## src/hw/rtl/nmu_pkg.sv

```systemverilog
`default_nettype none

package nmu_pkg;

  // default store dimensions
  localparam int ROWS_MAX_DEF = 64;
  localparam int COLS_MAX_DEF = 64;
  localparam int RANK_MAX_DEF = 8;

  localparam logic [31:0] SAT32 = 32'hFFFF_FFFF;

  // item kinds
  typedef enum logic [2:0] {
    KIND_WR_V = 3'd0,
    KIND_WR_W = 3'd1,
    KIND_WR_H = 3'd2,
    KIND_RUN  = 3'd3,
    KIND_RD_W = 3'd4,
    KIND_RD_H = 3'd5
  } kind_t;

  // configuration register indexes
  typedef enum logic [1:0] {
    REG_ROWS  = 2'd0,
    REG_COLS  = 2'd1,
    REG_RANK  = 2'd2,
    REG_ITERS = 2'd3
  } reg_idx_t;

  typedef struct packed {
    logic [2:0]  kind;
    logic [5:0]  row;
    logic [5:0]  col;
    logic [31:0] value;
  } in_item_t;

  typedef struct packed {
    logic [31:0] read_value;
    logic        saturated;
    logic        run_done;
  } out_item_t;

  // running sum with sticky overflow above 32 bits
  typedef struct packed {
    logic        over;
    logic [31:0] val;
  } acc_t;

  // divider result
  typedef struct packed {
    logic        done;
    logic        sat;
    logic [31:0] quot;
  } div_res_t;

  // control of the accumulator chain
  typedef struct packed {
    logic shift;
    logic clr;
  } cell_ctl_t;

  typedef enum logic [3:0] {
    ST_IDLE,
    ST_ITEM_RD,
    ST_ITEM_OUT,
    ST_RUN_OUT,
    ST_RD,
    ST_MUL,
    ST_ACC,
    ST_DIV_LD,
    ST_DIV,
    ST_DRAIN,
    ST_SUM_END
  } state_t;

  typedef enum logic [2:0] {
    PH_RATIO1,
    PH_WSUM,
    PH_PROD1,
    PH_HUPD,
    PH_HSUM,
    PH_RATIO2,
    PH_PROD2,
    PH_WUPD
  } phase_t;

  function automatic acc_t acc_add(acc_t a, logic [47:0] term);
    logic [48:0] s;
    acc_t        r;
    s      = {17'b0, a.val} + {1'b0, term};
    r.over = a.over | (|s[48:32]);
    r.val  = s[31:0];
    return r;
  endfunction

  function automatic logic [31:0] acc_sat(acc_t a);
    return a.over ? SAT32 : a.val;
  endfunction

endpackage

`default_nettype wire

```

## src/hw/rtl/nmu_cell.sv

```systemverilog
`default_nettype none

module nmu_cell import nmu_pkg::*; (
  input  logic        clk,
  input  logic        rst_n,
  input  cell_ctl_t   ctl,
  input  logic [47:0] term,
  input  acc_t        link_in,
  output acc_t        link_out
);

  acc_t val_r;

  // held partial sum, takes the neighbour's value on each shift
  always_ff @(posedge clk) begin
    if (!rst_n) begin
      val_r <= '0;
    end else if (ctl.clr) begin
      val_r <= '0;
    end else if (ctl.shift) begin
      val_r <= link_in;
    end
  end

  // own value plus the incoming term, handed on along the ring
  assign link_out = acc_add(val_r, term);

endmodule

`default_nettype wire

```

## config.mk

```make
export PLATFORM = sky130hd
export DESIGN_NAME = nmu_cell
export DESIGN_NICKNAME = d
export VERILOG_FILES = /design/src/hw/rtl/nmu_pkg.sv /design/src/hw/rtl/nmu_cell.sv
export SDC_FILE = /design/constraint.sdc
export NUM_CORES = 1
export LEC_CHECK = 0
export BUFFER_PORTS_ARGS = -buffer_cell sky130_fd_sc_hd__clkbuf_2
export CORE_ASPECT_RATIO = 1.25
export CORE_MARGIN = 2
export CORE_UTILIZATION = 35
export CTS_CLUSTER_SIZE = 20
export DETAILED_ROUTE_END_ITERATION = 12
export GPL_TIMING_DRIVEN = 0
export PLACE_DENSITY = 0.55
export SYNTH_ARGS = -nofsm -noshare
export SYNTH_HDL_FRONTEND = slang
export SYNTH_SLANG_ARGS = --single-unit
```

## constraint.sdc

```tcl
create_clock -name clk -period 6.1 [get_ports clk]
set_clock_uncertainty 0.1 [all_clocks]
set_input_delay 0.915 -clock clk [delete_from_list [all_inputs] [get_ports clk]]
set_output_delay 0.915 -clock clk [all_outputs]
set_load 0.1 [all_outputs]
```

Yosys cells after proc, flatten, opt, wreduce, memory -nomap -nowiden --
Cells that the tools add are included.
Cells by class: bitwise gates (word level) 2, reductions and logical operators 2, add/sub/neg operators 1
Operators with widths (count):
- 32-bit by 48-bit adder with 49-bit output | 1
- 17-bit OR reduction | 1
- 2-bit OR reduction | 1
- 1-bit NOT | 1
- 1-bit bitwise OR | 1
Word-level totals: bits of input ports 85, word-level logic and storage cells 7, bits in registers 33

Longest topological paths before layout --
Gate-level depths: netlist of the first run.
depth after elaboration 3, gate-level depth with buffers 12

Worst setup path after synthesis of the first run --
OpenSTA, ideal clock, no wires.
kind input to output, start input port term[0], end output port link_out[32] (netlist bit), data required time 5085 ps, cell stages on the path 12, slack 684 ps, buffers on the path 0, arrival time 4401 ps, path through ha_1 fa_1 a21o_1 a221oi_2 nor4b_2 nor3_1 a21oi_2 a21oi_1 mux2i_1 o211ai_1 nor4_1 nand4_1
RTL lines:
- start, declared | line nmu_cell.sv:7 | input logic [47:0] term,
- end, declared | line nmu_cell.sv:9 | output acc_t link_out

==> run_results.csv, run 1 <==
group,metric,value,unit
outcome,status,"completed",
sta,finalSetupViolCount,0,
route,drtIter0Drc,121,
logic_synthesis,ys_top_cells_by_area,"dfxtp_1, ha_1, mux2i_1",
setup_path,worstPathArrival,4.77,ns
die,fp-row-count,41,
setup_path,worstSetupEndpointType,"primary output",
logic_synthesis,ys_ff_latch,33,
hold_path,min_path_type,"flip-flop to flip-flop",
logic_synthesis,synthArstFlopShare,0,%
sta,slew_viol_final,0,
setup_path,crit_type,"input port to primary output",
clock_tree,cts_setup_buffers,0,
clock_tree,clk_path_buf_depth,2,
route,routed_via_density,5.57,
route,drt_pass1_iterations,4,
clock_tree,cts-resized-gates,0,
route,route.detailed.drc,0,
logic_synthesis,synth_commonest_cells,"nor2_1, a21oi_1, nand2_1",
logic_synthesis,synth_nets,612,
logic_synthesis,yosysMostFrequentCell,"nor2_1",
cells_and_area,area_growth_syn_to_layout,24.4,%
sta,worst_pin_slew,0.795,ns
clock_tree,h-tree-depth,2,
setup_path,path_max_fanout,4,
route,wire_per_inst,16.9,µm
cells_and_area,nets,732,
logic_synthesis,synth_top_area_share,17.9,%
global_route,use_met1,25.0,%
logic_synthesis,syn_area,3690,µm²
logic_synthesis,seq_area_frac_synth,17.9,%
die,initial_core_util,36.3,%
clock_tree,cts_hold_buf,0,
cells_and_area,largest_reg_flops,33,
pwr,p_leak,2.12,nW
die,io-pin-count,118,
die,die_h,119,µm
route,vias,4147,
global_route,grt_util_met3,4.14,%
logic_synthesis,yosys_warnings,0,
logic_synthesis,yosysTopAreaCell,"dfxtp_1",
sta,hold_viol,0,
clock_tree,clock_latency,0.28,ns
global_route,gr-total-overflow,0,
cells_and_area,regMostFlops,"val_r",
global_route,use_met2,40.2,%
die,coreArea,10200,µm²
cells_and_area,drive_above_1_share,23.1,%
route,routed_wl,12600,µm
placed_design,gp_congestion,0.892,
clock_tree,clockRootBuffer,"clkbuf_16",
die,die_x,95.8,µm
clock_tree,cts_made_buffers,5,
placed_design,io_buffer_count,113,
logic_synthesis,netlist_instances,494,
sta,tns,0,ns
setup_path,start_kind,"input port",
global_route,grt_pass1_vias,4065,
cells_and_area,top_regs,"val_r: 33 flops",
logic_synthesis,avgSynthCellArea,7.46,µm²
clock_tree,cts_sinks,33,
pwr,p_per_area,210,nW/µm²
cells_and_area,fill_cells,1097,
cells_and_area,num_antenna_cells,0,
job,maxCapViolCount,0,
sta,post-route-period-util,94.8,%
die,die_area,11400,µm²
setup_path,required,5.08,ns
placed_design,hpwl,10600,µm
global_route,grt_pass1_wl,19800,µm
logic_synthesis,synth_edf_count,0,
global_route,busiest_layer,"met2",
sta,fin_crit,5.78,ns
clock_tree,clk_transition_reported_paths,0.05,ns
cells_and_area,fin_util,45.2,%
logic_synthesis,ys_types,68,
sta,rsz0062_at_grt,"no",
clock_tree,cts_tree,"done",
pwr,ir_drop,0.153,mV
route,final_antenna_net_count,0,
global_route,grt_max_degree,11,
global_route,grt_usage,22.1,%
sta,maxSlewHeadroom,45.7,%
sta,clock.fmax,173,MHz
logic_synthesis,ys.flop_type,"dfxtp_1",
global_route,antenna_found_initial,0,
-- through the flow --
step	setup slack, ns	instances	total power [mW]	hold slack (ns)	cell area [µm²]
final	0.317	744	0.964	0.400	4590
after global routing	0.0935	744	1.01	0.423	4590
after detailed placement	0.370	736	0.666	0.390	4410
after CTS	0.355	744	0.972	0.403	4590
after global placement	0.427	736	0.666	0.379	4410
after floorplan	0.684	494	0.571	0.356	3690
-- routing by layer --
metal	routed length, µm	up-vias
met4	353	0
li1	-	2078
met2	6530	117
met3	668	24
met1	5040	1928
met5	0	-
-- layout make-up --
class | instances | area, µm² | area share [%]
Timing Repair Buffer | 113 | 566 | 12.3
Multi-Input combinational cell | 435 | 2910 | 63.5
Clock inverter | 1 | 30.0 | 0.655
Buffer | 19 | 86.3 | 1.88
Inverter | 7 | 26.3 | 0.573
Clock buffer | 7 | 143 | 3.11
Tap cell | 129 | 161 | 3.52
Sequential cell | 33 | 661 | 14.4
-- logic make-up after synthesis --
group / count (synthesis) / share of synthesized area (%)
AOI/OAI and AO/OA: 143 / 25.1
muxes: 36 / 9.81
DFF: 33 / 17.9
buffers and inverters: 26 / 3.05
xor gates and xnor gates: 30 / 7.13
and+or+nand+nor: 193 / 25.6
adders and majority gates: 33 / 11.4
-- final timing paths --
check                               from                     end  slack, ns  depth (start not counted)
setup / recovery                 term[0]            link_out[32]       0.32                         14
hold / removal     val_r[5]$_SDFFE_PP0P_   val_r[5]$_SDFFE_PP0P_       0.40                          2
setup reg to reg  val_r[32]$_SDFFE_PP0P_  val_r[32]$_SDFFE_PP0P_       5.34                          2
hold reg to reg    val_r[5]$_SDFFE_PP0P_   val_r[5]$_SDFFE_PP0P_       0.40                          2
-- layout by cell type (no fill, tap or decap), drive strengths merged, types with 12 or more instances in the layout --
master / n
nand3: 15
o21ai: 26
ha: 32
xnor2: 14
dfxtp: 33
mux2i: 35
nor2: 69
clkbuf: 132
xor2: 16
nand2: 45
a21oi: 46
nor3: 13
nand4: 12
-- critical path: stages --
cell      delay (ns)
clkbuf_2        0.08
ha_1            0.22
fa_1            0.41
a21o_1          0.20
a221oi_2        0.44
nor4b_2         0.13
nor4b_1         0.67
o31ai_1         0.24
a31oi_1         0.43
nor4_1          0.14
xor2_1          0.17
a211oi_1        0.21
nand4_1         0.11
clkbuf_2        0.39
-- where the power goes --
part | switching, mW | internal [mW] | leakage, nW
registers | 0.00428 | 0.223 | 0.269
logic | 0.331 | 0.104 | 1.76
clock network | 0.0978 | 0.204 | 0.0841
No activity file was read; power rests on OpenSTA's default activity.
==> run 2, diff against run 1 <==
--- a/config.mk
+++ b/config.mk
@@ -8,11 +8,11 @@
 export BUFFER_PORTS_ARGS = -buffer_cell sky130_fd_sc_hd__clkbuf_2
 export CORE_ASPECT_RATIO = 1.25
 export CORE_MARGIN = 2
-export CORE_UTILIZATION = 35
+export CORE_UTILIZATION = 30
 export CTS_CLUSTER_SIZE = 20
 export DETAILED_ROUTE_END_ITERATION = 12
 export GPL_TIMING_DRIVEN = 0
-export PLACE_DENSITY = 0.55
+export PLACE_DENSITY = 0.48
 export SYNTH_ARGS = -nofsm -noshare
 export SYNTH_HDL_FRONTEND = slang
 export SYNTH_SLANG_ARGS = --single-unit
==> run 2 against run 1 <==
Flip-flop and latch count stayed put. Worst setup slack better by 0.040 ns. Sequential share of layout area about the same. Largest power group unchanged. Largest cell class unchanged. Critical endpoint unchanged.
==> run_results.csv, run 2 (synthesis results as in run 1) <==
group,metric,value,unit
outcome,status,"completed",
setup_path,crit_type,"input port to primary output",
die,io-pin-count,118,
sta,post-route-period-util,94.2,%
setup_path,r2r_cells,2,
sta,rsz0062_at_grt,"no",
placed_design,placed_cells,771,
pwr,power.share.clock,27.3,%
cells_and_area,num_antenna_cells,0,
global_route,antenna_found_initial,0,
sta,slew_viol_final,0,
setup_path,ff2ff_setup_slack,5.35,ns
pwr,p_int,0.477,mW
die,die_x,103,µm
clock_tree,cts-resized-gates,0,
route,route.detailed.drc,0,
setup_path,required,5.08,ns
pwr,p_leak,2.10,nW
sta,tns,0,ns
route,routed_via_density,5.25,
cells_and_area,final_common_cell,"clkbuf_2",
hold_path,min_path_type,"flip-flop to flip-flop",
route,vias,4087,
sta,fin_crit,5.74,ns
cells_and_area,register_area,661,µm²
pwr,ir_drop,0.105,mV
clock_tree,cts_hold_buf,0,
sta,hold_viol,0,
global_route,gr-total-overflow,0,
pwr,switching_share,47.8,%
cells_and_area,drive_above_1_share,23.3,%
clock_tree,clock_latency,0.28,ns
die,fp-row-count,45,
cells_and_area,final_cell_mix,"clkbuf_2, nor2_1, a21oi_1",
route,drtIter0Drc,101,
pwr,power_switching,0.436,mW
route,final_antenna_net_count,0,
setup_path,crit_start,"term[0]",
cells_and_area,top_regs,"val_r: 33 flops",
placed_design,hpwl,10900,µm
sta,maxSlewHeadroom,44.8,%
global_route,grt_max_degree,12,
global_route,grt_pass1_vias,4119,
route,drt_pass1_iterations,5,
sta,clock.fmax,174,MHz
clock_tree,clk_transition_reported_paths,0.06,ns
pwr,p_per_area,198,nW/µm²
clock_tree,cts_setup_buffers,0,
setup_path,worstSetupEndpointType,"primary output",
die,initial_core_util,30.6,%
setup_path,r2r_end,"val_r[1]$_SDFFE_PP0P_",
die,die_area,13200,µm²
setup_path,critPathCapture,"link_out[32]",
clock_tree,h-tree-depth,2,
cells_and_area,regMostFlops,"val_r",
cells_and_area,largest_reg_flops,33,
cells_and_area,nets,732,
clock_tree,clockRootBuffer,"clkbuf_16",
global_route,grt_pass1_wl,20400,µm
cells_and_area,fill_cells,1404,
sta,finalSetupViolCount,0,
clock_tree,cts_made_buffers,5,
clock_tree,cts_tree,"done",
placed_design,place_ws,0.330,ns
cells_and_area,multi_input_area,2910,µm²
setup_path,worstPathArrival,4.73,ns
route,routed_wl,12800,µm
cells_and_area,area_growth_syn_to_layout,24.8,%
global_route,grt_usage,19.6,%
setup_path,rr_startpoint,"val_r[1]$_SDFFE_PP0P_",
sta,worst_pin_slew,0.827,ns
pwr,p_comb_share,47.8,%
setup_path,start_kind,"input port",
cells_and_area,final_cells,779,
placed_design,gp_congestion,0.887,
placed_design,io_buffer_count,113,
job,maxCapViolCount,0,
clock_tree,cts_sinks,33,
clock_tree,clk_path_buf_depth,2,
die,die_h,128,µm
pwr,p_seq_share,24.8,%
die,coreArea,12000,µm²
setup_path,path_max_fanout,4,
sta,worst_slack,0.357,ns
route,wire_per_inst,16.5,µm
-- run 2: changes by cell type in the layout (fill, tap and decap cells not counted), sizes merged --
cell / before / now
clkinv: 0 / 2
clkinvlp: 0 / 1
clkbuf: 132 / 130
bufinv: 1 / 0
-- run 2: worst min path at each step --
stage	start	endpoint	slack, ns	depth (start not counted)
after floorplan	val_r[32]$_SDFFE_PP0P_	val_r[32]$_SDFFE_PP0P_	0.36	2
after global placement	val_r[0]$_SDFFE_PP0P_	val_r[0]$_SDFFE_PP0P_	0.38	2
after detailed placement	val_r[18]$_SDFFE_PP0P_	val_r[18]$_SDFFE_PP0P_	0.39	2
after CTS	val_r[18]$_SDFFE_PP0P_	val_r[18]$_SDFFE_PP0P_	0.40	2
after global routing	val_r[6]$_SDFFE_PP0P_	val_r[6]$_SDFFE_PP0P_	0.42	2
final	val_r[25]$_SDFFE_PP0P_	val_r[25]$_SDFFE_PP0P_	0.40	2
-- run 2: power groups by stage --
stage               combinational, mW  clock [mW]  sequential [mW]
global route                    0.466       0.268            0.228
detailed placement              0.437           0            0.232
global placement                0.438           0            0.231
floorplan                       0.341           0            0.230
finish                          0.437       0.249            0.227
CTS                             0.439       0.263            0.227
-- run 2: metrics by stage --
stage	hold WS (ns)	total power [mW]	util (%)	cell area, µm²
6_report	0.401	0.913	38.2	4600
3_3_place_gp	0.378	0.669	37.0	4460
3_5_place_dp	0.389	0.669	37.0	4460
2_1_floorplan	0.356	0.571	-	3690
5_1_grt	0.423	0.962	38.2	4600
4_1_cts	0.403	0.929	38.2	4600
-- run 2: final cells by class --
type                    instances  share of cell area (%)
clock buffers                   5                    2.72
inverters                       7                   0.571
repair buffers                113                    12.3
flip-flops and latches         33                    14.4
plain buffers                  19                    1.88
well taps                     164                    4.46
clock inverters                 3                   0.381
multi-input cells             435                    63.3
-- run 2: worst max-delay path, cell delays in order --
cell,delay [ns]
clkbuf_2,0.08
ha_1,0.22
fa_1,0.41
a21o_1,0.20
a221oi_2,0.43
nor4b_2,0.12
nor3_1,0.48
a21oi_2,0.18
a21oi_1,0.32
mux2i_1,0.26
o211ai_1,0.15
nor4_1,0.42
nand4_1,0.14
clkbuf_2,0.39
-- run 2: metal layers --
metal	routed length [µm]	GRT usage, %
met5	0	0
met4	305	6.04
met3	647	3.60
met2	6480	35.1
met1	5400	23.3
