===== config.mk =====
export PLATFORM = sky130hd
export DESIGN_NAME = nmu_div
export DESIGN_NICKNAME = d
export VERILOG_FILES = /design/src/hw/rtl/nmu_pkg.sv /design/src/hw/rtl/nmu_div.sv
export SDC_FILE = /design/constraint.sdc
export NUM_CORES = 1
export LEC_CHECK = 0
export BUFFER_PORTS_ARGS = -buffer_cell sky130_fd_sc_hd__buf_2
export CAP_MARGIN = 20
export CORE_ASPECT_RATIO = 0.7
export CORE_MARGIN = 5
export CORE_UTILIZATION = 61
export DETAILED_ROUTE_END_ITERATION = 16
export PLACE_DENSITY_LB_ADDON = 0.3
export SYNTH_ARGS = -nofsm -noshare
export SYNTH_HDL_FRONTEND = slang
export SYNTH_SLANG_ARGS = --single-unit

===== constraint.sdc =====
create_clock -name clk -period 4.2 [get_ports clk]
set_input_delay 0.84 -clock clk [delete_from_list [all_inputs] [get_ports clk]]
set_output_delay 0.84 -clock clk [all_outputs]
set_load 0.03 [all_outputs]

===== src/hw/rtl/nmu_pkg.sv =====
`default_nettype none

package nmu_pkg;

  // default store dimensions
  localparam int ROWS_MAX_DEF = 64;
  localparam int COLS_MAX_DEF = 64;
  localparam int RANK_MAX_DEF = 8;

  localparam logic [31:0] SAT32 = 32'hFFFF_FFFF;

  // item kinds
  typedef enum logic [2:0] {
    KIND_WR_V = 3'd0,
    KIND_WR_W = 3'd1,
    KIND_WR_H = 3'd2,
    KIND_RUN  = 3'd3,
    KIND_RD_W = 3'd4,
    KIND_RD_H = 3'd5
  } kind_t;

  // configuration register indexes
  typedef enum logic [1:0] {
    REG_ROWS  = 2'd0,
    REG_COLS  = 2'd1,
    REG_RANK  = 2'd2,
    REG_ITERS = 2'd3
  } reg_idx_t;

  typedef struct packed {
    logic [2:0]  kind;
    logic [5:0]  row;
    logic [5:0]  col;
    logic [31:0] value;
  } in_item_t;

  typedef struct packed {
    logic [31:0] read_value;
    logic        saturated;
    logic        run_done;
  } out_item_t;

  // running sum with sticky overflow above 32 bits
  typedef struct packed {
    logic        over;
    logic [31:0] val;
  } acc_t;

  // divider result
  typedef struct packed {
    logic        done;
    logic        sat;
    logic [31:0] quot;
  } div_res_t;

  // control of the accumulator chain
  typedef struct packed {
    logic shift;
    logic clr;
  } cell_ctl_t;

  typedef enum logic [3:0] {
    ST_IDLE,
    ST_ITEM_RD,
    ST_ITEM_OUT,
    ST_RUN_OUT,
    ST_RD,
    ST_MUL,
    ST_ACC,
    ST_DIV_LD,
    ST_DIV,
    ST_DRAIN,
    ST_SUM_END
  } state_t;

  typedef enum logic [2:0] {
    PH_RATIO1,
    PH_WSUM,
    PH_PROD1,
    PH_HUPD,
    PH_HSUM,
    PH_RATIO2,
    PH_PROD2,
    PH_WUPD
  } phase_t;

  function automatic acc_t acc_add(acc_t a, logic [47:0] term);
    logic [48:0] s;
    acc_t        r;
    s      = {17'b0, a.val} + {1'b0, term};
    r.over = a.over | (|s[48:32]);
    r.val  = s[31:0];
    return r;
  endfunction

  function automatic logic [31:0] acc_sat(acc_t a);
    return a.over ? SAT32 : a.val;
  endfunction

endpackage

`default_nettype wire


===== src/hw/rtl/nmu_div.sv =====
`default_nettype none

module nmu_div import nmu_pkg::*; (
  input  logic        clk,
  input  logic        rst_n,
  input  logic        start,
  input  logic [63:0] num,
  input  logic [31:0] den,
  output div_res_t    res
);

  logic        busy_r;
  logic        done_r;
  logic [4:0]  cnt_r;
  logic        sat_r;
  logic [31:0] rem_r;
  logic [31:0] quo_r;
  logic [31:0] den_r;

  logic [32:0] trial;
  logic [32:0] diff;
  logic        qbit;
  logic [31:0] rem_nxt;
  logic        early;

  // one quotient bit per cycle, restoring
  always_comb begin
    trial   = {rem_r, quo_r[31]};
    diff    = trial - {1'b0, den_r};
    qbit    = (trial >= {1'b0, den_r});
    rem_nxt = qbit ? diff[31:0] : trial[31:0];
    early   = (den == 32'd0) || (num[63:32] >= den);
  end

  // control
  always_ff @(posedge clk) begin
    if (!rst_n) begin
      busy_r <= 1'b0;
      done_r <= 1'b0;
      cnt_r  <= '0;
    end else begin
      done_r <= 1'b0;
      if (start) begin
        cnt_r  <= '0;
        busy_r <= !early;
        done_r <= early;
      end else if (busy_r) begin
        cnt_r <= cnt_r + 5'd1;
        if (cnt_r == 5'd31) begin
          busy_r <= 1'b0;
          done_r <= 1'b1;
        end
      end
    end
  end

  // datapath, zero divisor or quotient above 32 bits saturates
  always_ff @(posedge clk) begin
    if (start) begin
      den_r <= den;
      sat_r <= early;
      rem_r <= num[63:32];
      quo_r <= early ? SAT32 : num[31:0];
    end else if (busy_r) begin
      rem_r <= rem_nxt;
      quo_r <= {quo_r[30:0], qbit};
    end
  end

  assign res.done = done_r;
  assign res.sat  = sat_r;
  assign res.quot = quo_r;

endmodule

`default_nettype wire

After elaboration in Yosys (flattened, before gate mapping)
Cells that the tools add are included.

Bits in registers: 104. Bits of input ports: 99. Output and inout port bits: 34.

$add $sub $neg: 2. Order comparisons: 2. Equality and inequality tests: 1. Muxes and demuxes: 12. Bitwise gates (word level): 1. Reduce and logical (&&, ||, !) cells: 5.

Operators with widths (count): $mux W32 (6); $ge A33 B32 Y1 (1); $ge A32 B32 Y1 (1); $logic_not A32 Y1 (1); $sub A32 B32 Y32 (1); $mux W1 (6); $add A5 B1 Y5 const B (1); $eq A5 B5 Y1 const B (1); $reduce_bool A2 Y1 (1); $reduce_or A2 Y1 (1); $logic_not A1 Y1 (1); $logic_or A1 B1 Y1 (1); $not A1 Y1 (1).

Longest topological paths before layout
Gate-level depths: netlist (run 1).

Word-level depth: 4. Mapped depth: 13. Depth with buffers taken out: 13.

Worst setup path after synthesis (run 1)
Ideal clock, no wire load.

Path kind: register to register. Start point: register quo_r[31]. End point: register rem_r[12] (data pin). Setup time: 0.254 ns. Data arrival time: 2.681 ns. Path slack: 1.265 ns. Stages on the path, launching flop included: 14. Path buffers: 0. Clock period less this slack: 2.935 ns. Cell sequence: edfxtp_1 -> inv_1 -> ha_1 -> inv_1 -> fa_1 -> a21oi_1 -> o211ai_1 -> a21boi_0 -> o21ai_0 -> a21o_1 -> a21oi_1 -> xor2_1 -> o211ai_1 -> o21a_1.

Longest elaborated chain between the ends: 4. Elaborated cells between the ends (all ways): 5.

RTL lines: start: declaration (RTL line nmu_div.sv:17) `logic [31:0] quo_r;`; start signal: assignment (RTL line nmu_div.sv:63) `quo_r <= early ? SAT32 : num[31:0];`; start signal: assignment (RTL line nmu_div.sv:66) `quo_r <= {quo_r[30:0], qbit};`; $sub A32 B32 Y32 / $ge A33 B32 Y1 (equally long branches) (RTL line nmu_div.sv:29, nmu_div.sv:30); $mux W32 * (RTL line nmu_div.sv:31) `rem_nxt = qbit ? diff[31:0] : trial[31:0];`; $mux W32 * (RTL line nmu_div.sv:64) `end else if (busy_r) begin`; $mux W32 * (RTL line nmu_div.sv:59) `if (start) begin`; end signal: assignment (RTL line nmu_div.sv:62) `rem_r <= num[63:32];`; end signal: assignment (RTL line nmu_div.sv:65) `rem_r <= rem_nxt;`; end: declaration (RTL line nmu_div.sv:16) `logic [31:0] rem_r;`.

Every way passes the cells marked *; elsewhere a longest branch is shown, timed or not. The select of a mux whose other input is x is not followed. A chain may end at the register's enable or synchronous reset.

Final worst setup path (run 1)
Start point: input num[32]. End point: register quo_r[27] (data pin).

Longest elaborated chain between the ends: 4.

RTL lines: start: declaration (RTL line nmu_div.sv:7) `input logic [63:0] num,`; $ge A32 B32 Y1 (RTL line nmu_div.sv:32) `early = (den == 32'd0) || (num[63:32] >= den);`; $logic_or A1 B1 Y1 (RTL line nmu_div.sv:32); $mux W32 (RTL line nmu_div.sv:63); $mux W32 (RTL line nmu_div.sv:59).

Every way passes these cells.

==> results of run 1 <==
-- cells in the mapped netlist, types with 4 or more instances --
master / n
edfxtp_1: 97
a21oi_1: 96
inv_1: 88
nor2_1: 81
ha_1: 66
nand2_1: 43
nor3_1: 38
clkbuf_1: 24
a21o_1: 21
o21ai_0: 18
a211oi_1: 16
xnor2_1: 16
xor2_1: 14
nand4_1: 13
o21a_1: 12
o21ai_1: 12
nor4_1: 9
o21bai_1: 8
dfxtp_1: 7
nand2b_1: 7
nor2b_1: 7
o211ai_1: 7
mux2i_1: 6
a31oi_1: 5
buf_2: 5
nand3_1: 5
nor3b_1: 4
o31ai_1: 4
-- worst paths after layout --
check / slack [ns] / from / end / cells past startpoint
min: 0.54 / cnt_r[4] / cnt_r[4] / 2
max reg2reg: 0.85 / rem_r[9] / rem_r[27] / 10
max: 0.75 / num[32] / quo_r[27] / 13
min reg2reg: 0.54 / cnt_r[4] / cnt_r[4] / 2
-- worst max-delay path: stages --
cell	delay, ns
buf_2	0.08
inv_1	0.05
ha_1	0.27
nand2b_1	0.10
a21o_1	0.11
a21o_1	0.10
a21oi_1	0.07
o21ai_0	0.31
o2111ai_1	0.26
a211oi_4	0.87
buf_4	0.32
nor3_1	0.07
a21oi_1	0.18
-- cell families (layout without fill, tap and decap cells) --
logic type	after synthesis	count (layout)	synth area share, %
and+or+nand+nor	227	227	15.3
AOI/OAI and AO/OA	218	218	19.3
buffers and inverters	122	245	6.72
DFF	104	104	42.5
adders and majority gates	67	67	11.8
xor gates and xnor gates	30	30	3.66
muxes	6	6	0.836
-- layer usage --
layer / up-vias / part of all wire (%)
met4: 0 / 1.3
met3: 26 / 7.4
li1: 3027 / -
met1: 3070 / 46
met5: - / 0
met2: 268 / 46
-- through the flow --
stage | worst slack, ns | util, % | hold WS (ns) | std cells
3_3_place_gp | 0.567 | 69.0 | 0.481 | 1038
3_5_place_dp | 0.455 | 69.0 | 0.514 | 1038
6_report | 0.745 | 71.7 | 0.539 | 1054
2_1_floorplan | 1.26 | - | 0.467 | 774
5_1_grt | 0.659 | 71.7 | 0.579 | 1054
4_1_cts | 0.858 | 71.7 | 0.534 | 1054
-- sequential cells by signal, indices dropped and copies added, names as in the netlist --
name / count
sat_r: 1
done_r: 1
den_r: 32
quo_r: 32
cnt_r: 5
rem_r: 32
busy_r: 1
-- power by group --
part / internal [mW] / switching (mW) / total, mW
Combinational: 0.609 / 0.955 / 1.56
Sequential: 1.31 / 0.0739 / 1.39
Clock: 0.428 / 0.446 / 0.874
Total: 2.35 / 1.47 / 3.82
-- layout make-up --
cell class | count | area, um^2
multi-input cells | 548 | 3670
fillers | 868 | 3290
flip-flops and latches | 104 | 3050
repair buffers | 140 | 748
inverters | 89 | 334
clock buffers | 9 | 225
well taps | 157 | 196
clock inverters | 7 | 83.8
==> run metrics, run 1 <==
status=finished clean; RSZ-0062 raised after global routing=no; mapped cell area=7190 um^2; commonest non-fill, non-tap cell in the layout=buf_2; Final nets=1058; total chip power=3.82 mW; cell area after layout=8310 um^2; Top FF cell, synth=edfxtp_1; Max FO, Critical Path=22; grt met2 use=42.5%; dpl cell area=8010 um^2; die width=140 um; Seq/Total Area, Yosys=42.5%; crit start category=input pin; antenna-violating nets left=0; CTS tree=built; Synth cell types=59; port bufs=132; EDFF count, synth=97; clock sink count=104; DR WL/cell=18.5 um; nature of the critical path endpoint=flip-flop; Setup Buffers After CTS=0; global route hottest layer=met2; Core Region=11600 um^2; Yosys top cell area share=40.5%; Detailed Route Iter0 Violations=698; f_max=289 MHz; final WL=19500 um; crit path kind=in -> reg; Power Dens Cells=460 nW/um^2; worst slew pin tran=0.960 ns; vias in the first global route=6090; Warnings, synthesis=0; dominant cells by area after synthesis=edfxtp_1, ha_1, a21oi_1; final worst path period share=82.3%; Num CTS Buffers=9; Top Ports=133; Skew-Pair Late Insertion Delay=0.36 ns; Synthesized Nets=940; Pre-antenna DRT Iters=4; final setup TNS=0 ns; grt met1 use=40.2%; Ant. Diodes=0; Max VDD drop=0.272 mV; Post-DP HPWL=14800 um; Total GRT Usage=27.3%; most frequent cells in the layout=buf_2, edfxtp_1, a21oi_1, inv_1, nor2_1; gpl congestion=0.971; initial core utilization=62.0%; Max-slew headroom=35.8%; initial antenna violation count=0; H-tree lvl count=3; Synth Area per Inst=9.29 um^2; final hold vios=0; fin crit period=3.45 ns; clock skew=0.00773 ns; Via Count=6391; CTS resizes=0; Final setup violation count=0; die height=101 um; Required @ worst endpoint=4.41 ns; Data arrival, critical path=3.66 ns; Hold Path Class=reg -> reg; Synth async-reset ratio=0%; DRC Markers=0; area delta synth->final=15.7%; area leader, netlist=edfxtp_1; Die ar.=14100 um^2; first-pass GRT wire length=30900 um; num rows=33; CTS clk-pin slew, worst paths=0.08 ns; clock root buffer=clkbuf_16; max_cap viols=0; met3 Usage GRT=4.98%; CTS max path bufs=2; vias per std cell=6.06; cells after synthesis=774; hold_buf cts=0; proportion of layout cells with a drive suffix above 1=19.1%; Max Slew Vio Count=0; largest net degree at the start of global routing=55; Leak Pwr=3.68 nW; global route overflow=0; register bit total from synthesis=104
Power figures use the tool's default switching activity.
==> run 2, diff against run 1 <==
--- a/config.mk
+++ b/config.mk
@@ -9,7 +9,7 @@
 export CAP_MARGIN = 20
 export CORE_ASPECT_RATIO = 0.7
 export CORE_MARGIN = 5
-export CORE_UTILIZATION = 61
+export CORE_UTILIZATION = 51
 export DETAILED_ROUTE_END_ITERATION = 16
 export PLACE_DENSITY_LB_ADDON = 0.3
 export SYNTH_ARGS = -nofsm -noshare
==> constraint.sdc (replaced) <==
create_clock -name clk -period 2.8 [get_ports clk]
set_input_delay 0.56 -clock clk [delete_from_list [all_inputs] [get_ports clk]]
set_output_delay 0.56 -clock clk [all_outputs]
set_load 0.03 [all_outputs]
==> run metrics, run 2 (synthesis gave the netlist of run 1 again) <==
Required @ worst endpoint=2.91 ns (-1.50 ns); initial core utilization=51.8% (-10 points); worst slew pin tran=0.780 ns (-0.179 ns); Skew-Pair Late Insertion Delay=0.35 ns (about the same); first-pass GRT wire length=30800 um (-0.22%); most frequent cells in the layout=buf_2, edfxtp_1, inv_1, a21oi_1, nor2_1; crit start category=flip-flop; area delta synth->final=29.4%; CTS clk-pin slew, worst paths=0.08 ns (about the same); commonest non-fill, non-tap cell in the layout=buf_2; antenna-violating nets left=0 (unchanged); dpl cell area=8460 um^2 (+5.7%); die height=109 um (+8.4%); global route overflow=0 (unchanged); slowest stage delay, CP=0.40 ns (-0.47 ns); H-tree lvl count=3 (unchanged); nature of the critical path endpoint=flip-flop; Total GRT Usage=22.8% (-4.5 points); final hold vios=0 (unchanged); Core Region=13900 um^2 (+20%); final hold slack=0.416 ns (-0.123 ns); clock skew=0.0116 ns (+0.00386 ns); Max Slew Vio Count=0 (unchanged); fin util=67.0% (-4.6 points); Post-Place Worst Slack=-0.307 ns (-0.762 ns); gpl congestion=0.947 (-2.5%); Cell Chain, Critical Path=inv_1 > ha_2 > inv_2 > fa_2 > a21oi_2 > o211ai_1 > nand3b_1 > a21oi_2 > o41ai_4 > nor3_2 > nor3_2 > xnor2_1 > a221o_1; DR WL/cell=18.3 um (-1.1%); vias per std cell=5.73 (-5.4%); Top Ports=133 (unchanged); Hold Path Class=in -> reg; vias in the first global route=6036 (-0.89%); clock sink count=104 (unchanged); Power Dens Cells=688 nW/um^2 (+50%); max_cap viols=0 (unchanged); RSZ-0062 raised after global routing=yes; Final nets=1122 (+6.0%); port bufs=132 (unchanged); num rows=36 (+9.1%); initial antenna violation count=0 (unchanged); DRC Markers=0 (unchanged); Max VDD drop=0.388 mV (+43%); Post-DP HPWL=15100 um (+2.4%); Bufs and invs on worst path=2 (-1); hold_buf cts=0 (unchanged); f_max=344 MHz; die width=152 um (+8.7%); failing checks=negative setup slack; Via Count=6599 (+3.3%); final worst path period share=104%; Ant. Diodes=0 (unchanged); Final Non-Filler Cells=1151 (+9.2%); setup ws final=-0.103 ns (-0.848 ns); CTS max path bufs=2 (unchanged); total chip power=6.40 mW (+67%); cell area after layout=9300 um^2 (+12%); Detailed Route Iter0 Violations=668 (-4.3%); Num CTS Buffers=9 (unchanged); Placed Instances=1122 (+8.1%); Pre-antenna DRT Iters=6 (+2); status=finished with violations; CTS tree=built; Max FO, Critical Path=3 (-86%); Final setup violation count=11 (+11); clock root buffer=clkbuf_16; Largest regs=den_r x32, quo_r x32, rem_r x32; final setup TNS=-0.431 ns (-0.431 ns); Top delay family on crit path=compound AO/OA/AOI/OAI gates; Leak Pwr=4.05 nW (+10%); Data arrival, critical path=3.01 ns (-0.65 ns); fin crit period=2.90 ns; final WL=21100 um (+8.0%); Die ar.=16600 um^2 (+18%); crit path kind=reg -> reg; largest net degree at the start of global routing=81 (+47%); proportion of layout cells with a drive suffix above 1=30.7% (+12 points); Max-slew headroom=48.0% (+12 points); slowest stage cell on the critical path=edfxtp_1
## run 2: cell types whose count changed in the layout (fill, tap and decap cells not counted), sizes merged
cell,change
buf,+62
clkbuf,+3
clkinv,-2
clkinvlp,+1
## run 2: layout make-up
class	instances	area, um^2
fill	1104	4570
tap	190	238
sequential	104	3050
clock inverter	6	61.3
multi-input combinational	548	4060
inverter	89	334
timing repair buffer	204	1330
clock buffer	10	229
## run 2: final timing paths
kind / start / end / slack (ns) / cells past startpoint
worst min register to register: cnt_r[3] / cnt_r[3] / 0.53 / 2
worst min-delay path: den[30] / den_r[30] / 0.42 / 1
worst max-delay path: quo_r[31] / rem_r[28] / -0.10 / 13
worst max register to register: quo_r[31] / rem_r[28] / -0.10 / 13
## run 2: power breakdown
group / total [mW] / leakage (nW) / switching, mW / internal, mW
sequential: 2.09 / 0.991 / 0.125 / 1.97
clock: 1.25 / 0.138 / 0.623 / 0.627
combinational: 3.06 / 2.92 / 1.72 / 1.33
## run 2: timing repair
item                       4_1_cts  5_1_grt
resized for setup               13       73
pin swaps                        3       26
gates cloned                     0        3
setup endpoints to repair       26       64
buffers inserted                 0       10
## run 2: metal layers
layer,vias to the layer above,part of all wire (%),track usage [%]
met3,21,6.9,3.38
met4,0,1.1,3.98
met2,290,46,35.2
met1,3139,46,34.8
li1,3149,-,-
met5,-,0,0
## run 2: worst reg2reg max path: cells and delay by family, from the launching register on
kind,cells,cell delay [ns]
flops,1,0.40
xor+xnor,1,0.09
simple gates,3,0.43
buf+inv,2,0.12
compound gates,5,1.09
fa+ha+maj,2,0.53
==> run 3, diff against run 2 <==
==> constraint.sdc (replaced) <==
create_clock -name clk -period 2.6 [get_ports clk]
set_input_delay 0.52 -clock clk [delete_from_list [all_inputs] [get_ports clk]]
set_output_delay 0.52 -clock clk [all_outputs]
set_load 0.03 [all_outputs]
==> run metrics, run 3 (synthesis gave the netlist of run 1 again) <==
gpl congestion=0.964 (+1.8%); initial core utilization=51.8% (unchanged); final WL=24200 um (+15%); Detailed Route Iter0 Violations=768 (+15%); die height=109 um (unchanged); global route overflow=0 (unchanged); final worst path period share=114% (+11 points); final hold slack=0.364 ns (-0.0517 ns); hold_buf cts=0 (unchanged); Post-DP HPWL=15200 um (+0.57%); num rows=36 (unchanged); Total GRT Usage=23.6% (+0.77 points); final hold vios=0 (unchanged); Num CTS Buffers=9 (unchanged); Max Slew Vio Count=0 (unchanged); Core Region=13900 um^2 (unchanged); area delta synth->final=44.4%; cell area after layout=10400 um^2 (+12%); clock sink count=104 (unchanged); nature of the critical path endpoint=flip-flop; Max-slew headroom=52.5% (+4.5 points); slowest stage delay, CP=0.45 ns (+0.05 ns); initial antenna violation count=1 (+1); Cell Chain, Critical Path=ha_4 > a21o_1 > a21oi_4 > a2111oi_4 > o21ai_2 > a31oi_2 > nor2_4 > buf_6 > clkbuf_16 > buf_8 > nor4b_2 > a211oi_1; antenna-violating nets left=0 (unchanged); H-tree lvl count=3 (unchanged); first-pass GRT wire length=31700 um (+3.1%); crit path kind=reg -> reg; final setup TNS=-8.11 ns (-7.68 ns); Top Ports=133 (unchanged); port bufs=132 (unchanged); Leak Pwr=4.58 nW (+13%); Power Dens Cells=756 nW/um^2 (+9.9%); Final setup violation count=33 (+22); CTS tree=built; die width=152 um (unchanged); Data arrival, critical path=3.09 ns (+0.08 ns); RSZ-0062 raised after global routing=yes; Hold Path Class=in -> reg; f_max=337 MHz (-2.3%); Final nets=1205 (+7.4%); status=finished with violations; Max FO, Critical Path=6 (+3); Reg area=3050 um^2 (unchanged); most frequent cells in the layout=buf_2, buf_4, edfxtp_1, inv_1, a21oi_1; Pre-antenna DRT Iters=7 (+1); Skew-Pair Late Insertion Delay=0.36 ns (about the same); fill count=904 (-18%); Final Non-Filler Cells=1236 (+7.4%); largest net degree at the start of global routing=75 (-7.4%); vias in the first global route=6306 (+4.5%); Max VDD drop=0.378 mV (-2.6%); vias per std cell=5.86 (+2.2%); fin crit period=2.97 ns (+0.0681 ns); DRC Markers=0 (unchanged); failing checks=negative setup slack; Placed Instances=1177 (+4.9%); setup ws final=-0.371 ns (-0.268 ns); max_cap viols=0 (unchanged); CTS clk-pin slew, worst paths=0.08 ns (about the same); Required @ worst endpoint=2.72 ns (-0.19 ns); area of the multi-input gates=4360 um^2 (+7.6%); dpl cell area=8860 um^2 (+4.7%); Largest regs=den_r x32, quo_r x32, rem_r x32; commonest non-fill, non-tap cell in the layout=buf_2; clock skew=0.0111 ns (-0.000444 ns); Via Count=7245 (+9.8%); slowest stage cell on the critical path=edfxtp_1; CTS max path bufs=2 (unchanged); Die ar.=16600 um^2 (unchanged); clock root buffer=clkbuf_16; DR WL/cell=19.6 um (+7.0%); crit start category=flip-flop; worst slew pin tran=0.713 ns (-0.0674 ns); proportion of layout cells with a drive suffix above 1=40.5% (+9.8 points)
## run 3: layer usage
layer	track usage, %	part of all wire (%)
met4	3.98	2.1
met5	0	0.029
met1	34.8	42
met2	37.3	47
met3	4.21	8.3
## run 3: through the flow
step | power, mW | util [%] | setup WS (ns)
after CTS | 6.68 | 67.2 | -0.248
after floorplan | 4.09 | - | -0.157
after detailed placement | 5.15 | 63.9 | -0.417
after global placement | 5.10 | 63.9 | -0.322
final | 7.85 | 74.8 | -0.371
after global routing | 8.19 | 74.8 | -0.453
## run 3: worst paths after layout
check                               from   endpoint  slack, ns  depth (start not counted)
worst max register to register  rem_r[2]  rem_r[31]      -0.37                         12
worst min register to register  cnt_r[3]   cnt_r[3]       0.52                          2
worst min-delay path             den[30]  den_r[30]       0.36                          1
worst max-delay path            rem_r[2]  rem_r[31]      -0.37                         12
## run 3: timing repair
item / CTS / global route
gates resized for setup: 24 / 136
pin swaps: 14 / 60
cloned: 0 / 4
setup buffers: 4 / 36
setup endpoints to repair: 35 / 65
## run 3: power by group
group	switching, mW	internal [mW]	total [mW]
logic	2.18	1.97	4.15
registers	0.156	2.12	2.28
clock network	0.724	0.689	1.41
## run 3: cell type report
cell class	instances	share of cell area, %
diodes	2	0.0482
clock inverters	7	0.832
well taps	190	2.29
clock buffers	9	2.17
repair buffers	287	20.0
flip-flops and latches	104	29.4
inverters	89	3.22
multi-input cells	548	42.0
## run 3: worst max-delay path, delay by kind of cell, from the launching register on
family / cells / cell delay, ns
AOI/OAI and AO/OA: 6 / 1.12
and+or+nand+nor: 2 / 0.38
DFF: 1 / 0.45
buffers and inverters: 3 / 0.43
adders and majority gates: 1 / 0.33
